[config.mk]
export PLATFORM = sky130hd
export DESIGN_NAME = spct_queue
export DESIGN_NICKNAME = d
export VERILOG_FILES = /design/src/spct_pkg.sv /design/src/spct_queue.sv
export SDC_FILE = /design/constraint.sdc
export NUM_CORES = 1
export LEC_CHECK = 0
export BUFFER_PORTS_ARGS = -buffer_cell sky130_fd_sc_hd__buf_2
export CORE_AREA = 2 2 210 212
export CTS_CLUSTER_DIAMETER = 100
export DETAILED_ROUTE_END_ITERATION = 8
export DIE_AREA = 0 0 212 214
export PLACE_DENSITY = 0.81
export SETUP_SLACK_MARGIN = 0.05
export SLEW_MARGIN = 25
export SYNTH_ARGS = -nofsm -noshare
export SYNTH_HDL_FRONTEND = slang
export SYNTH_SLANG_ARGS = --single-unit
[constraint.sdc]
create_clock -name clk -period 24.5 [get_ports clk]
set_clock_uncertainty 0.1 [all_clocks]
set_input_delay 3.675 -clock clk [delete_from_list [all_inputs] [get_ports clk]]
set_output_delay 3.675 -clock clk [all_outputs]
set_load 0.02 [all_outputs]
[src/spct_pkg.sv]
// Types and widths shared by the disc collision-time datapath.
package spct_pkg;

  localparam int A_W    = 66;   // |u|^2
  localparam int B_W    = 67;   // d.u, signed
  localparam int C_W    = 68;   // |d|^2 - (r1+r2)^2, signed
  localparam int MUL_W  = 68;   // operand width of the wide multipliers
  localparam int DET_W  = 132;  // nonnegative discriminant
  localparam int SQ_W   = DET_W / 2;
  localparam int MAG_W  = 68;   // |-b - sqrt(det)|
  localparam int NUM_W  = MAG_W + 32;
  localparam int T_W    = 64;

  localparam logic [31:0] MIN_TIME_RESET = 32'd1;
  localparam logic [T_W-1:0] T_MAX = {1'b0, {(T_W-1){1'b1}}};
  localparam logic [T_W-1:0] T_MIN = {1'b1, {(T_W-1){1'b0}}};

  typedef struct packed {
    logic signed [31:0] first_pos_x;
    logic signed [31:0] first_pos_y;
    logic signed [31:0] second_pos_x;
    logic signed [31:0] second_pos_y;
    logic signed [31:0] first_vel_x;
    logic signed [31:0] first_vel_y;
    logic signed [31:0] second_vel_x;
    logic signed [31:0] second_vel_y;
    logic        [30:0] first_radius;
    logic        [30:0] second_radius;
  } in_item_t;

  typedef struct packed {
    logic                  root_exists;
    logic signed [T_W-1:0] time_to_hit;
    logic                  will_collide;
  } out_item_t;

  // Classified item handed from the front to the back.
  typedef struct packed {
    logic                  root_ok;
    logic [DET_W-1:0]      det;
    logic [A_W-1:0]        a;
    logic signed [B_W-1:0] b;
  } work_t;

  typedef struct packed {
    logic                  root_ok;
    logic [A_W-1:0]        a;
    logic signed [B_W-1:0] b;
  } side_t;

endpackage

[src/spct_queue.sv]
// Two-entry queue between the classifying front and the solving back.
module spct_queue (
  input  logic            clk,
  input  logic            rst_n,
  input  logic            push,
  input  spct_pkg::work_t push_item,
  output logic            full,
  output logic            pop_valid,
  output spct_pkg::work_t pop_item
);

  spct_pkg::work_t mem [2];
  logic       wr_r, rd_r;
  logic [1:0] cnt_r;
  logic       pop;

  // the back never stalls: drain whenever something is held
  assign pop       = cnt_r != 2'd0;
  assign pop_valid = pop;
  assign pop_item  = mem[rd_r];
  assign full      = cnt_r == 2'd2;

  always_ff @(posedge clk) begin
    if (push) begin
      mem[wr_r] <= push_item;
    end
  end

  always_ff @(posedge clk) begin
    if (!rst_n) begin
      wr_r  <= 1'b0;
      rd_r  <= 1'b0;
      cnt_r <= 2'd0;
    end else begin
      if (push) wr_r <= !wr_r;
      if (pop)  rd_r <= !rd_r;
      cnt_r <= cnt_r + 2'(push) - 2'(pop);
    end
  end

  assert property (@(posedge clk) disable iff (!rst_n) !(push && full))
    else $error("queue overflow");
  assert property (@(posedge clk) disable iff (!rst_n) cnt_r != 2'd3)
    else $error("queue count out of range");
  assert property (@(posedge clk) disable iff (!rst_n)
    (cnt_r == 2'd0 && !push) |=> cnt_r == 2'd0)
    else $error("queue filled without a push");

endmodule

Word level (Yosys, flattened, before mapping). Memories as Yosys holds them, arrays and structs flattened. A register that Yosys moved wholly into a read port is not among the register bits. Cells that the tools add are included.

Bits in registers: 4. Latch bits: 0. Bits in writable memories: 532. Bits in read-only memories: 0. Bits of input ports: 269. Output and inout bits: 268. Logic and storage cells: 14. Memories: 1.

$add $sub $neg: 2. Multipliers: 0. Div/mod/pow operators: 0. Order comparisons: 0. Eq/ne operators: 1. Shift operators: 0. Muxes and demuxes: 4. Bitwise gates (word level): 0. Reduce and logical (&&, ||, !) cells: 3.

Memory list: mem (words 2, width 266, rd ports 1, clocked after memory_dff 1, write ports 1, line spct_queue.sv:12) `spct_pkg::work_t mem [2];`.

Operators by type and width (count): 1-bit 2-to-1 mux (4); 2-bit by 1-bit adder with 2-bit output (1); 2-bit equality test, second input constant (1); 1-bit zero test (2); 2-bit nonzero test (1); 2-bit by 1-bit subtractor with 2-bit output (1).

Logic depth before layout (Yosys ltp). Gate-level depths: netlist of the first run.

Depth in word-level cells: 3. Depth in mapped cells: 4. Gate-level depth less buffers: 4.

Least setup slack after synthesis of the first run. Ideal clock, no wire load.

Path type: input to register. Start point: input push. End point: register wr_r. Library setup time: 113 ps. Arrival time: 16021 ps. Data required time: 24287 ps. Path slack: 8266 ps. Cell stages on the path: 2. Buffers on the path: 0. Cell sequence: nor2b_1 -> o21a_1.

RTL lines: start: declaration (line spct_queue.sv:5) `input logic push,`; end signal: assignment (line spct_queue.sv:35) `if (push) wr_r <= !wr_r;`; end: declaration (line spct_queue.sv:13) `logic wr_r, rd_r;`.

==> summary.txt, run 1 <==
Yosys
  • Syn Nets: 1120
  • Mapped Avg Cell Area: 24.1 um2
  • Top cells by area, synth: edfxtp_1, mux2_4, mux2_2
  • Post-synth top cells: edfxtp_1, mux2_4, mux2_2, buf_6, buf_8
  • Flops & latches, synth: 537
  • Number of synthesized flops with an enable pin: 532
  • Cell count after synthesis: 850
  • Synth Cell Area: 20500 um2
  • FFs w/ async S/R, synth: 0
  • Top-count cell post-synth: edfxtp_1
  • Most common flop cell mapped by yosys: edfxtp_1
  • Sequential-to-total area share from yosys stat: 0.786
  • Yosys cell types: 18
  • Warnings, synthesis: 0
  • Post-synth top area share: 0.781
  • Yosys top cell by area: edfxtp_1

STA
  • Actual slew at the worst max-slew pin: 1.04 ns
  • Highest clock rate: 130 MHz
  • Period minus WS final: 7.70 ns
  • Final hold violations: 0
  • Slew HR: 0.306
  • Final Cycle Share: 0.314
  • Setup TNS: 0 ns
  • RSZ-0062 raised after global routing: no
  • Setup ws final: 16.80 ns
  • Final setup violation count: 0
  • Worst hold slack: 0.474 ns
  • Pins Over Slew Limit: 0

Clock network
  • Clock transition at path regs: 0.06 ns
  • Post-CTS Setup Bufs: 0
  • CTS Sinks: 537
  • CTS H-Tree Depth: 2
  • CTS tree: built
  • Post_cts resized: 0
  • Root Driver: clkbuf_16
  • Num CTS Buffers: 53
  • Worst-Skew Late Latency: 0.56 ns
  • Hold buffer count at CTS: 0
  • CTS max path bufs: 3

Drt
  • Vias per cell: 4.91
  • Via count: 10100
  • WL/cell: 20.9 um
  • Drt total wl: 43000 um
  • # DRC: 0
  • Initial DRC count: 555
  • Drt pass-1 iters: 5
  • Antenna viol nets, final: 0

Layout
  • Layout cells sized above 1: 0.608
  • Non-Filler Instances: 2056
  • Area Growth Syn to Fin: 23.4%
  • Nets@finish: 1693

Flow run
  • Max Cap Viol: 0

Global route
  • GR Overflow Total: 0
  • Initial antenna violation count: 17
  • GRT Overall Usage: 0.182
  • First-pass GRT wire length: 62200 um
  • Number of global-route vias before repair: 10600
  • Largest net degree at the start of global routing: 77

Run status
  • Status: finished clean

Placed design
  • Placed insts: 1952
  • Placer Congestion: 0.871
  • Hpwl dp: 29900 um
  • Input/output buffers: 536
  • Pre-CTS setup slack: 17.34 ns

Power
  • Sw frac: 0.226
  • Worst vdd ir: 0.0640 mV
  • Pwr/cell area: 81.4 nW/um2
  • Sequential group share of total power: 0.525
  • Comb power frac: 0.112
  • Internal power: 1.59 mW
  • P_leak: 9.91 nW
  • Clk network pwr share: 0.363
  • Total power: 2.05 mW
  • Psw: 0.464 mW

Setup path
  • Crit-path max cell delay: 0.94 ns
  • CP bufs+invs: 3
  • Crit-path cells: buf_4, buf_4, mux2_4, buf_2
  • Critical path class: reg -> out
  • Worst reg2reg setup slack: 21.27 ns
  • R2R cell count: 4
  • Worst EP arrival: 3.93 ns
  • R2R Path End: mem[1][57]
  • Startpoint types: flip-flop
  • FF-to-FF Start: wr_r
  • Critical Path Most Common Cell: buf_4
  • CP top delay family: buffers and inverters
  • Req. time, crit path: 20.72 ns
  • Crit path max fanout: 59
  • Slowest cell on crit path: dfxtp_4
  • Element type at the critical path end: primary output

Worst hold path
  • Class of the worst hold path: reg -> reg
  • Hold EP: cnt_r[1]
  • Hold path depth: 2
  • Min-delay src: cnt_r[1]

Die
  • Die area: 45400 um2
  • Starting density of the core: 0.477
  • Die Span Y: 214 um
  • CORE AREA: 42900 um2
  • # IOs: 537
  • Die W: 212 um
  • # rows: 76
area by class of cell:
cell class | count | area [um2]
multi-input cells | 283 | 4020
fillers | 3113 | 17600
well taps | 585 | 732
clock buffers | 64 | 1370
diodes | 11 | 27.5
flip-flops and latches | 537 | 16100
clock inverters | 28 | 216
repair buffers | 548 | 2800
cells by family after synthesis:
group                    share of synthesized area
flip-flops                                   0.786
multiplexers                                 0.191
buffers and inverters                       0.0181
AND/OR/NAND/NOR                            0.00373
AO/OA/AOI/OAI                             0.000612
adder cells (fa/ha/maj)                   0.000612
layout by cell type (no fill, tap or decap):
cell type / synthesis / final
buf_2: 2 / 536
edfxtp_1: 532 / 532
mux2_4: 240 / 240
clkbuf_16: 0 / 53
mux2_2: 26 / 26
diode_2: 0 / 11
clkbuf_1: 0 / 11
clkinv_1: 0 / 11
clkinv_2: 0 / 10
buf_4: 0 / 10
clkinv_4: 0 / 4
dfxtp_1: 5 / 4
nor2b_1: 4 / 3
bufinv_16: 0 / 3
and3_1: 2 / 2
nand2_1: 2 / 2
or2_2: 1 / 1
nor2b_4: 0 / 1
or3_1: 1 / 1
o21ai_0: 1 / 1
and2_4: 0 / 1
and2_1: 2 / 1
o21a_1: 1 / 1
nand2b_1: 1 / 1
mux2i_1: 1 / 1
ha_1: 1 / 1
dfxtp_4: 0 / 1
buf_16: 0 / 1
buf_6: 16 / 1
flip-flops by register name, summed over array words and instances, names as in the netlist, named ones only:
| signal | count |
|---|---|
| cnt_r | 2 |
| rd_r | 1 |
| mem | 532 |
| wr_r | 1 |
power groups by stage:
stage	sequential (mW)	combinational, mW	clock [mW]
2_1_floorplan	1.11	0.155	0
4_1_cts	1.08	0.233	0.765
3_3_place_gp	1.10	0.227	0
5_1_grt	1.08	0.244	0.798
6_report	1.08	0.231	0.746
3_5_place_dp	1.10	0.232	0
stage by stage:
stage / util / area, um2
floorplan: - / 20500
global placement: 0.550 / 23600
detailed placement: 0.550 / 23600
CTS: 0.587 / 25200
global route: 0.588 / 25200
finish: 0.588 / 25200
worst min-delay path, cell delays in order, from the launching register on:
cell,delay (ns)
dfxtp_1,0.35
nand2_1,0.10
mux2i_1,0.07
worst max path at each step:
stage | startpoint | end | slack [ns] | depth (start not counted)
final | flip-flop | pop_item[83] | 16.80 | 4
after global routing | flip-flop | pop_item[75] | 16.60 | 4
after floorplan | push | wr_r | 8.27 | 2
after global placement | flip-flop | pop_item[68] | 17.39 | 4
after CTS | flip-flop | pop_item[56] | 16.71 | 4
after detailed placement | flip-flop | pop_item[56] | 17.34 | 4
metal layers:
metal | vias to the layer above | GRT usage | part of all wire
met5 | - | 0 | 0.0016
met3 | 99 | 0.0591 | 0.084
met1 | 5012 | 0.203 | 0.36
met4 | 10 | 0.0824 | 0.033
li1 | 4563 | - | -
met2 | 407 | 0.317 | 0.52
Note: power is estimated with default switching activity, not from simulation.
==> inputs of run 2 (changes only) <==
- CORE_AREA: 2 2 210 212 -> 2 2 206 208
- DIE_AREA: 0 0 212 214 -> 0 0 208 210
- PLACE_DENSITY: 0.81 -> 0.83
- clock period: 24.5 -> 8 ns (I/O delays scaled with it)
==> run 2 against run 1 <==
Register-to-register slack worse by 16 ns. First-iteration DRC count down 4.1%. Wire length down 0.61%. Utilization up 1.9 points. Sequential share of layout area up 0.13 points. Highest routed layer unchanged. Cell area down 0.20%. Worst setup slack worse by 13 ns. Largest cell class unchanged. Count of clock-buffer cells in the layout down 3. Via count down 0.11%. Hold slack worse by 0.012 ns. Clock power rose to 3.0 times the previous value. Largest power group unchanged.
==> summary.txt, run 2 (same netlist as run 1, synthesis figures left out) <==
Clock network
  • CTS max path bufs: 3 (unchanged)
  • CTS H-Tree Depth: 2 (unchanged)
  • CTS tree: built (unchanged)
  • Hold buffer count at CTS: 0 (unchanged)
  • Num CTS Buffers: 51 (was 53)
  • Post_cts resized: 0 (unchanged)
  • CTS Sinks: 537 (unchanged)
  • Root Driver: clkbuf_16 (unchanged)
  • Worst-Skew Late Latency: 0.56 ns (about the same)
  • Clock transition at path regs: 0.06 ns (about the same)
  • Post-CTS Setup Bufs: 0 (unchanged)

Layout
  • Area Growth Syn to Fin: 23.1% (was 23.4%)
  • Largest Register: mem (unchanged)
  • # fillers: 2928 (was 3113)
  • Nets@finish: 1689 (was 1693)
  • Register area: 16100 um2 (unchanged)
  • Non-Filler Instances: 2007 (was 2056)
  • Biggest registers after layout: mem x532, cnt_r x2 (unchanged)
  • Max reg flops: 532 (unchanged)
  • Multi-input logic area: 4020 um2 (unchanged)
  • Util after Layout: 0.607 (was 0.588)
  • Layout cells sized above 1: 0.606 (was 0.608)
  • Most frequent cells in the layout: buf_2, edfxtp_1, mux2_4, clkbuf_16, mux2_2 (unchanged)
  • Most common cell after layout, fill and taps aside: buf_2 (unchanged)

STA
  • Setup TNS: 0 ns (unchanged)
  • Final Cycle Share: 0.556
  • Final setup violation count: 0 (unchanged)
  • Highest clock rate: 225 MHz
  • Pins Over Slew Limit: 0 (unchanged)
  • Final hold violations: 0 (unchanged)
  • Slew HR: 0.342 (was 0.306)
  • RSZ-0062 raised after global routing: no (unchanged)
  • Period minus WS final: 4.45 ns
  • Actual slew at the worst max-slew pin: 0.986 ns (was 1.04 ns)

Drt
  • # DRC: 0 (unchanged)
  • WL/cell: 21.3 um (was 20.9 um)
  • Antenna viol nets, final: 0 (unchanged)
  • Vias per cell: 5.02 (was 4.91)
  • Via count: 10100 (about the same)
  • Drt pass-1 iters: 7 (was 5)
  • Drt total wl: 42800 um (was 43000 um)
  • Initial DRC count: 532 (was 555)

Placed design
  • Input/output buffers: 536 (unchanged)
  • Hpwl dp: 29500 um (was 29900 um)
  • Placer Congestion: 0.829 (was 0.871)
  • Placed insts: 1904 (was 1952)

Power
  • Total power: 6.26 mW (was 2.05 mW)
  • Worst vdd ir: 0.246 mV (was 0.0640 mV)
  • P_leak: 9.89 nW (was 9.91 nW)
  • Pwr/cell area: 248 nW/um2 (was 81.4 nW/um2)

Die
  • Die Span Y: 210 um (was 214 um)
  • CORE AREA: 41500 um2 (was 42900 um2)
  • Die W: 208 um (was 212 um)
  • # rows: 75 (was 76)
  • Starting density of the core: 0.493 (was 0.477)
  • Die area: 43700 um2 (was 45400 um2)
  • # IOs: 537 (unchanged)

Worst hold path
  • Class of the worst hold path: reg -> reg (unchanged)
  • Min-delay src: cnt_r[0] (was cnt_r[1])
  • Hold path depth: 2 (unchanged)
  • Hold EP: cnt_r[1] (unchanged)

Setup path
  • Req. time, crit path: 6.70 ns (was 20.72 ns)
  • Worst reg2reg setup slack: 5.40 ns (was 21.27 ns)
  • R2R Path End: mem[0][150] (was mem[1][57])
  • Worst EP arrival: 3.15 ns (was 3.93 ns)
  • Crit path max fanout: 89 (was 59)
  • R2R cell count: 3 (was 4)
  • FF-to-FF Start: wr_r (unchanged)
  • Startpoint types: flip-flop (unchanged)
  • Element type at the critical path end: primary output (unchanged)
  • Critical path class: reg -> out (unchanged)

Global route
  • Number of global-route vias before repair: 10400 (was 10600)
  • First-pass GRT wire length: 61600 um (was 62200 um)
  • Initial antenna violation count: 14 (was 17)
  • GRT Overall Usage: 0.188 (was 0.182)
  • Largest net degree at the start of global routing: 149 (was 77)
  • GR Overflow Total: 0 (unchanged)

Run status
  • Status: finished clean (unchanged)

Flow run
  • Max Cap Viol: 0 (unchanged)
==> run 2: cell types whose count changed in the layout (fill, tap and decap cells not counted), sizes merged <==
cell | before | now
inv | 0 | 2
diode | 11 | 9
clkbuf | 64 | 61
clkinv | 25 | 24
clkinvlp | 0 | 4
buf | 548 | 546
bufinv | 3 | 2
==> run 2: area by class of cell <==
cell class	count	area share
flip-flops and latches	537	0.638
multi-input cells	283	0.160
repair buffers	546	0.112
clock buffers	61	0.0538
well taps	539	0.0268
clock inverters	32	0.00830
diodes	9	0.000894
==> run 2: worst max path at each step <==
stage	start	endpoint	slack (ns)	depth (start not counted)
finish	flip-flop	pop_item[80]	3.55	5
global route	flip-flop	pop_item[128]	3.42	5
floorplan	push	mem[1][0]	0.07	1
CTS	flip-flop	pop_item[80]	3.59	4
global placement	flip-flop	pop_item[101]	4.15	3
detailed placement	flip-flop	pop_item[80]	4.23	4
==> run 2: report_power, final <==
group	total (mW)	leakage [nW]	internal (mW)	switching [mW]
sequential	3.30	5.03	3.26	0.0439
clock	2.25	0.756	1.27	0.979
combinational	0.709	4.10	0.311	0.398
total	6.26	9.89	4.84	1.42
==> run 2: critical path: stages, from the launching register on <==
cell and delay, ns:
dfxtp_4 0.74, buf_12 0.32, buf_12 0.33, buf_16 0.47, mux2_4 0.37, buf_2 0.16
==> run 2: metrics by stage <==
| step | cell area (um2) | hold WS (ns) | worst slack, ns |
|---|---|---|---|
| after floorplan | 20500 | 0.400 | 0.0706 |
| after detailed placement | 23600 | 0.450 | 4.23 |
| after global routing | 25200 | 0.501 | 3.42 |
| final | 25200 | 0.463 | 3.55 |
| after global placement | 23600 | 0.422 | 4.15 |
| after CTS | 25100 | 0.460 | 3.59 |
==> run 2: layer usage <==
| metal | vias up | routed length (um) | global-route usage |
|---|---|---|---|
| met2 | 421 | 22400 | 0.332 |
| met5 | - | 53 | 0 |
| met4 | 8 | 1180 | 0.0660 |
| met3 | 91 | 3680 | 0.0656 |
| li1 | 4551 | - | - |
| met1 | 5009 | 15500 | 0.214 |
==> inputs of run 3 (changes only) <==
- clock period: 8 -> 4.6 ns (I/O delays scaled with it)
==> run 3 against run 2 <==
Via count grew 0.17%. Final cell count grew 0.70%. Cell area grew 0.39%. Sequential share of layout area shrank 0.25 points. Die area is the same. Clock power grew 71%. Wire length shrank 2.2%. Power grew 73%. Utilization grew 0.24 points. Critical path type unchanged. Largest power group unchanged.
==> summary.txt, run 3 (same netlist as run 1, synthesis figures left out) <==
Worst hold path
  • Min-delay src: push_item[39] (was cnt_r[0])
  • Hold path depth: 1 (was 2)
  • Class of the worst hold path: in -> reg (was reg -> reg)
  • Hold EP: mem[1][39] (was cnt_r[1])

Layout
  • Most common cell after layout, fill and taps aside: buf_2 (unchanged)
  • Area Growth Syn to Fin: 23.6% (was 23.1%)
  • Nets@finish: 1699 (was 1689)
  • Layout cells sized above 1: 0.609 (was 0.606)
  • Most frequent cells in the layout: buf_2, edfxtp_1, mux2_4, clkbuf_16, mux2_2 (unchanged)
  • Largest Register: mem (unchanged)
  • Biggest registers after layout: mem x532, cnt_r x2 (unchanged)
  • Non-Filler Instances: 2021 (was 2007)
  • Max reg flops: 532 (unchanged)

STA
  • Slew HR: 0.405 (was 0.342)
  • RSZ-0062 raised after global routing: no (unchanged)
  • Highest clock rate: 306 MHz
  • Final hold violations: 0 (unchanged)
  • Final Cycle Share: 0.710
  • Actual slew at the worst max-slew pin: 0.892 ns (was 0.986 ns)
  • Pins Over Slew Limit: 0 (unchanged)
  • Final setup violation count: 0 (unchanged)
  • Period minus WS final: 3.26 ns
  • Setup TNS: 0 ns (unchanged)

Placed design
  • Input/output buffers: 536 (unchanged)
  • Hpwl dp: 28900 um (was 29500 um)
  • Placer Congestion: 0.788 (was 0.829)
  • Placed insts: 1914 (was 1904)

Setup path
  • Critical path class: reg -> out (unchanged)
  • R2R cell count: 3 (unchanged)
  • Crit path max fanout: 48 (was 89)
  • Element type at the critical path end: primary output (unchanged)
  • FF-to-FF Start: wr_r (unchanged)
  • Startpoint types: flip-flop (unchanged)
  • Worst reg2reg setup slack: 2.67 ns (was 5.40 ns)
  • Req. time, crit path: 3.81 ns (was 6.70 ns)
  • R2R Path End: mem[0][149] (was mem[0][150])
  • Worst EP arrival: 2.47 ns (was 3.15 ns)

Drt
  • Initial DRC count: 567 (was 532)
  • Drt pass-1 iters: 4 (was 7)
  • # DRC: 0 (unchanged)
  • Drt total wl: 41800 um (was 42800 um)
  • Vias per cell: 5.00 (was 5.02)
  • Antenna viol nets, final: 0 (unchanged)
  • WL/cell: 20.7 um (was 21.3 um)
  • Via count: 10100 (about the same)

Power
  • Pwr/cell area: 428 nW/um2 (was 248 nW/um2)
  • Worst vdd ir: 0.363 mV (was 0.246 mV)
  • P_leak: 9.94 nW (was 9.89 nW)

Clock network
  • Worst-Skew Late Latency: 0.57 ns (was 0.56 ns)
  • Root Driver: clkbuf_16 (unchanged)
  • Num CTS Buffers: 51 (unchanged)
  • CTS tree: built (unchanged)
  • Post-CTS Setup Bufs: 0 (unchanged)
  • CTS Sinks: 537 (unchanged)
  • Post_cts resized: 0 (unchanged)
  • CTS max path bufs: 3 (unchanged)
  • Clock transition at path regs: 0.06 ns (about the same)
  • Hold buffer count at CTS: 0 (unchanged)
  • CTS H-Tree Depth: 2 (unchanged)

Global route
  • Initial antenna violation count: 20 (was 14)
  • Number of global-route vias before repair: 10600 (was 10400)
  • GRT Overall Usage: 0.184 (was 0.188)
  • GR Overflow Total: 0 (unchanged)
  • First-pass GRT wire length: 61300 um (was 61600 um)
  • Largest net degree at the start of global routing: 190 (was 149)

Die
  • CORE AREA: 41500 um2 (unchanged)
  • # rows: 75 (unchanged)
  • Starting density of the core: 0.493 (unchanged)
  • Die area: 43700 um2 (unchanged)
  • # IOs: 537 (unchanged)
  • Die Span Y: 210 um (unchanged)
  • Die W: 208 um (unchanged)

Run status
  • Status: finished clean (unchanged)

Flow run
  • Max Cap Viol: 0 (unchanged)
run 3: cell types whose count changed in the layout (fill, tap and decap cells not counted), sizes merged:
cell / delta
clkbuf: +6
clkinvlp: -2
buf: +10
inv: +1
diode: +6
clkinv: -7
run 3: where the power goes:
| part | leakage, nW | internal [mW] | total, mW | switching, mW |
|---|---|---|---|---|
| Sequential | 5.03 | 5.66 | 5.74 | 0.0791 |
| Clock | 0.738 | 2.16 | 3.85 | 1.69 |
| Combinational | 4.17 | 0.552 | 1.24 | 0.687 |
run 3: metal layers:
layer  share of wire  global-route usage  up-vias
met5          0.0012                   0        -
met4           0.032              0.0858        8
met3           0.079              0.0594       98
met2            0.53               0.318      420
met1            0.36               0.209     4997
li1                -                   -     4574
run 3: area by class of cell:
class / instances / area [um2]
antenna: 15 / 37.5
clock buffer: 67 / 1340
clock inverter: 24 / 184
fill: 2900 / 16200
multi-input combinational: 283 / 4020
sequential: 537 / 16100
tap: 539 / 674
timing repair buffer: 556 / 2960
run 3: worst max-delay path, stage by stage (launching register included):
cell     delay, ns
dfxtp_4       0.93
buf_4         0.44
mux2_4        0.34
buf_2         0.16
run 3: through the flow:
stage | cell area, um2 | util | setup slack [ns] | hold WS, ns | total power, mW
after floorplan | 20500 | - | -0.613 | 0.400 | 6.66
after global placement | 23700 | 0.571 | 1.90 | 0.426 | 7.05
after detailed placement | 23700 | 0.571 | 1.87 | 0.452 | 7.09
after CTS | 25200 | 0.608 | 1.23 | 0.159 | 10.9
after global routing | 25300 | 0.610 | 1.17 | 0.160 | 11.2
final | 25300 | 0.610 | 1.34 | 0.202 | 10.8
run 3: worst max-delay path by stage:
stage                   start            end  slack (ns)  cells after the start
floorplan                push      mem[0][0]       -0.61                      1
global placement    flip-flop   pop_item[90]        1.90                      3
detailed placement  flip-flop  pop_item[192]        1.87                      3
CTS                 flip-flop  pop_item[146]        1.23                      3
global route        flip-flop  pop_item[192]        1.17                      3
finish              flip-flop  pop_item[146]        1.34                      3
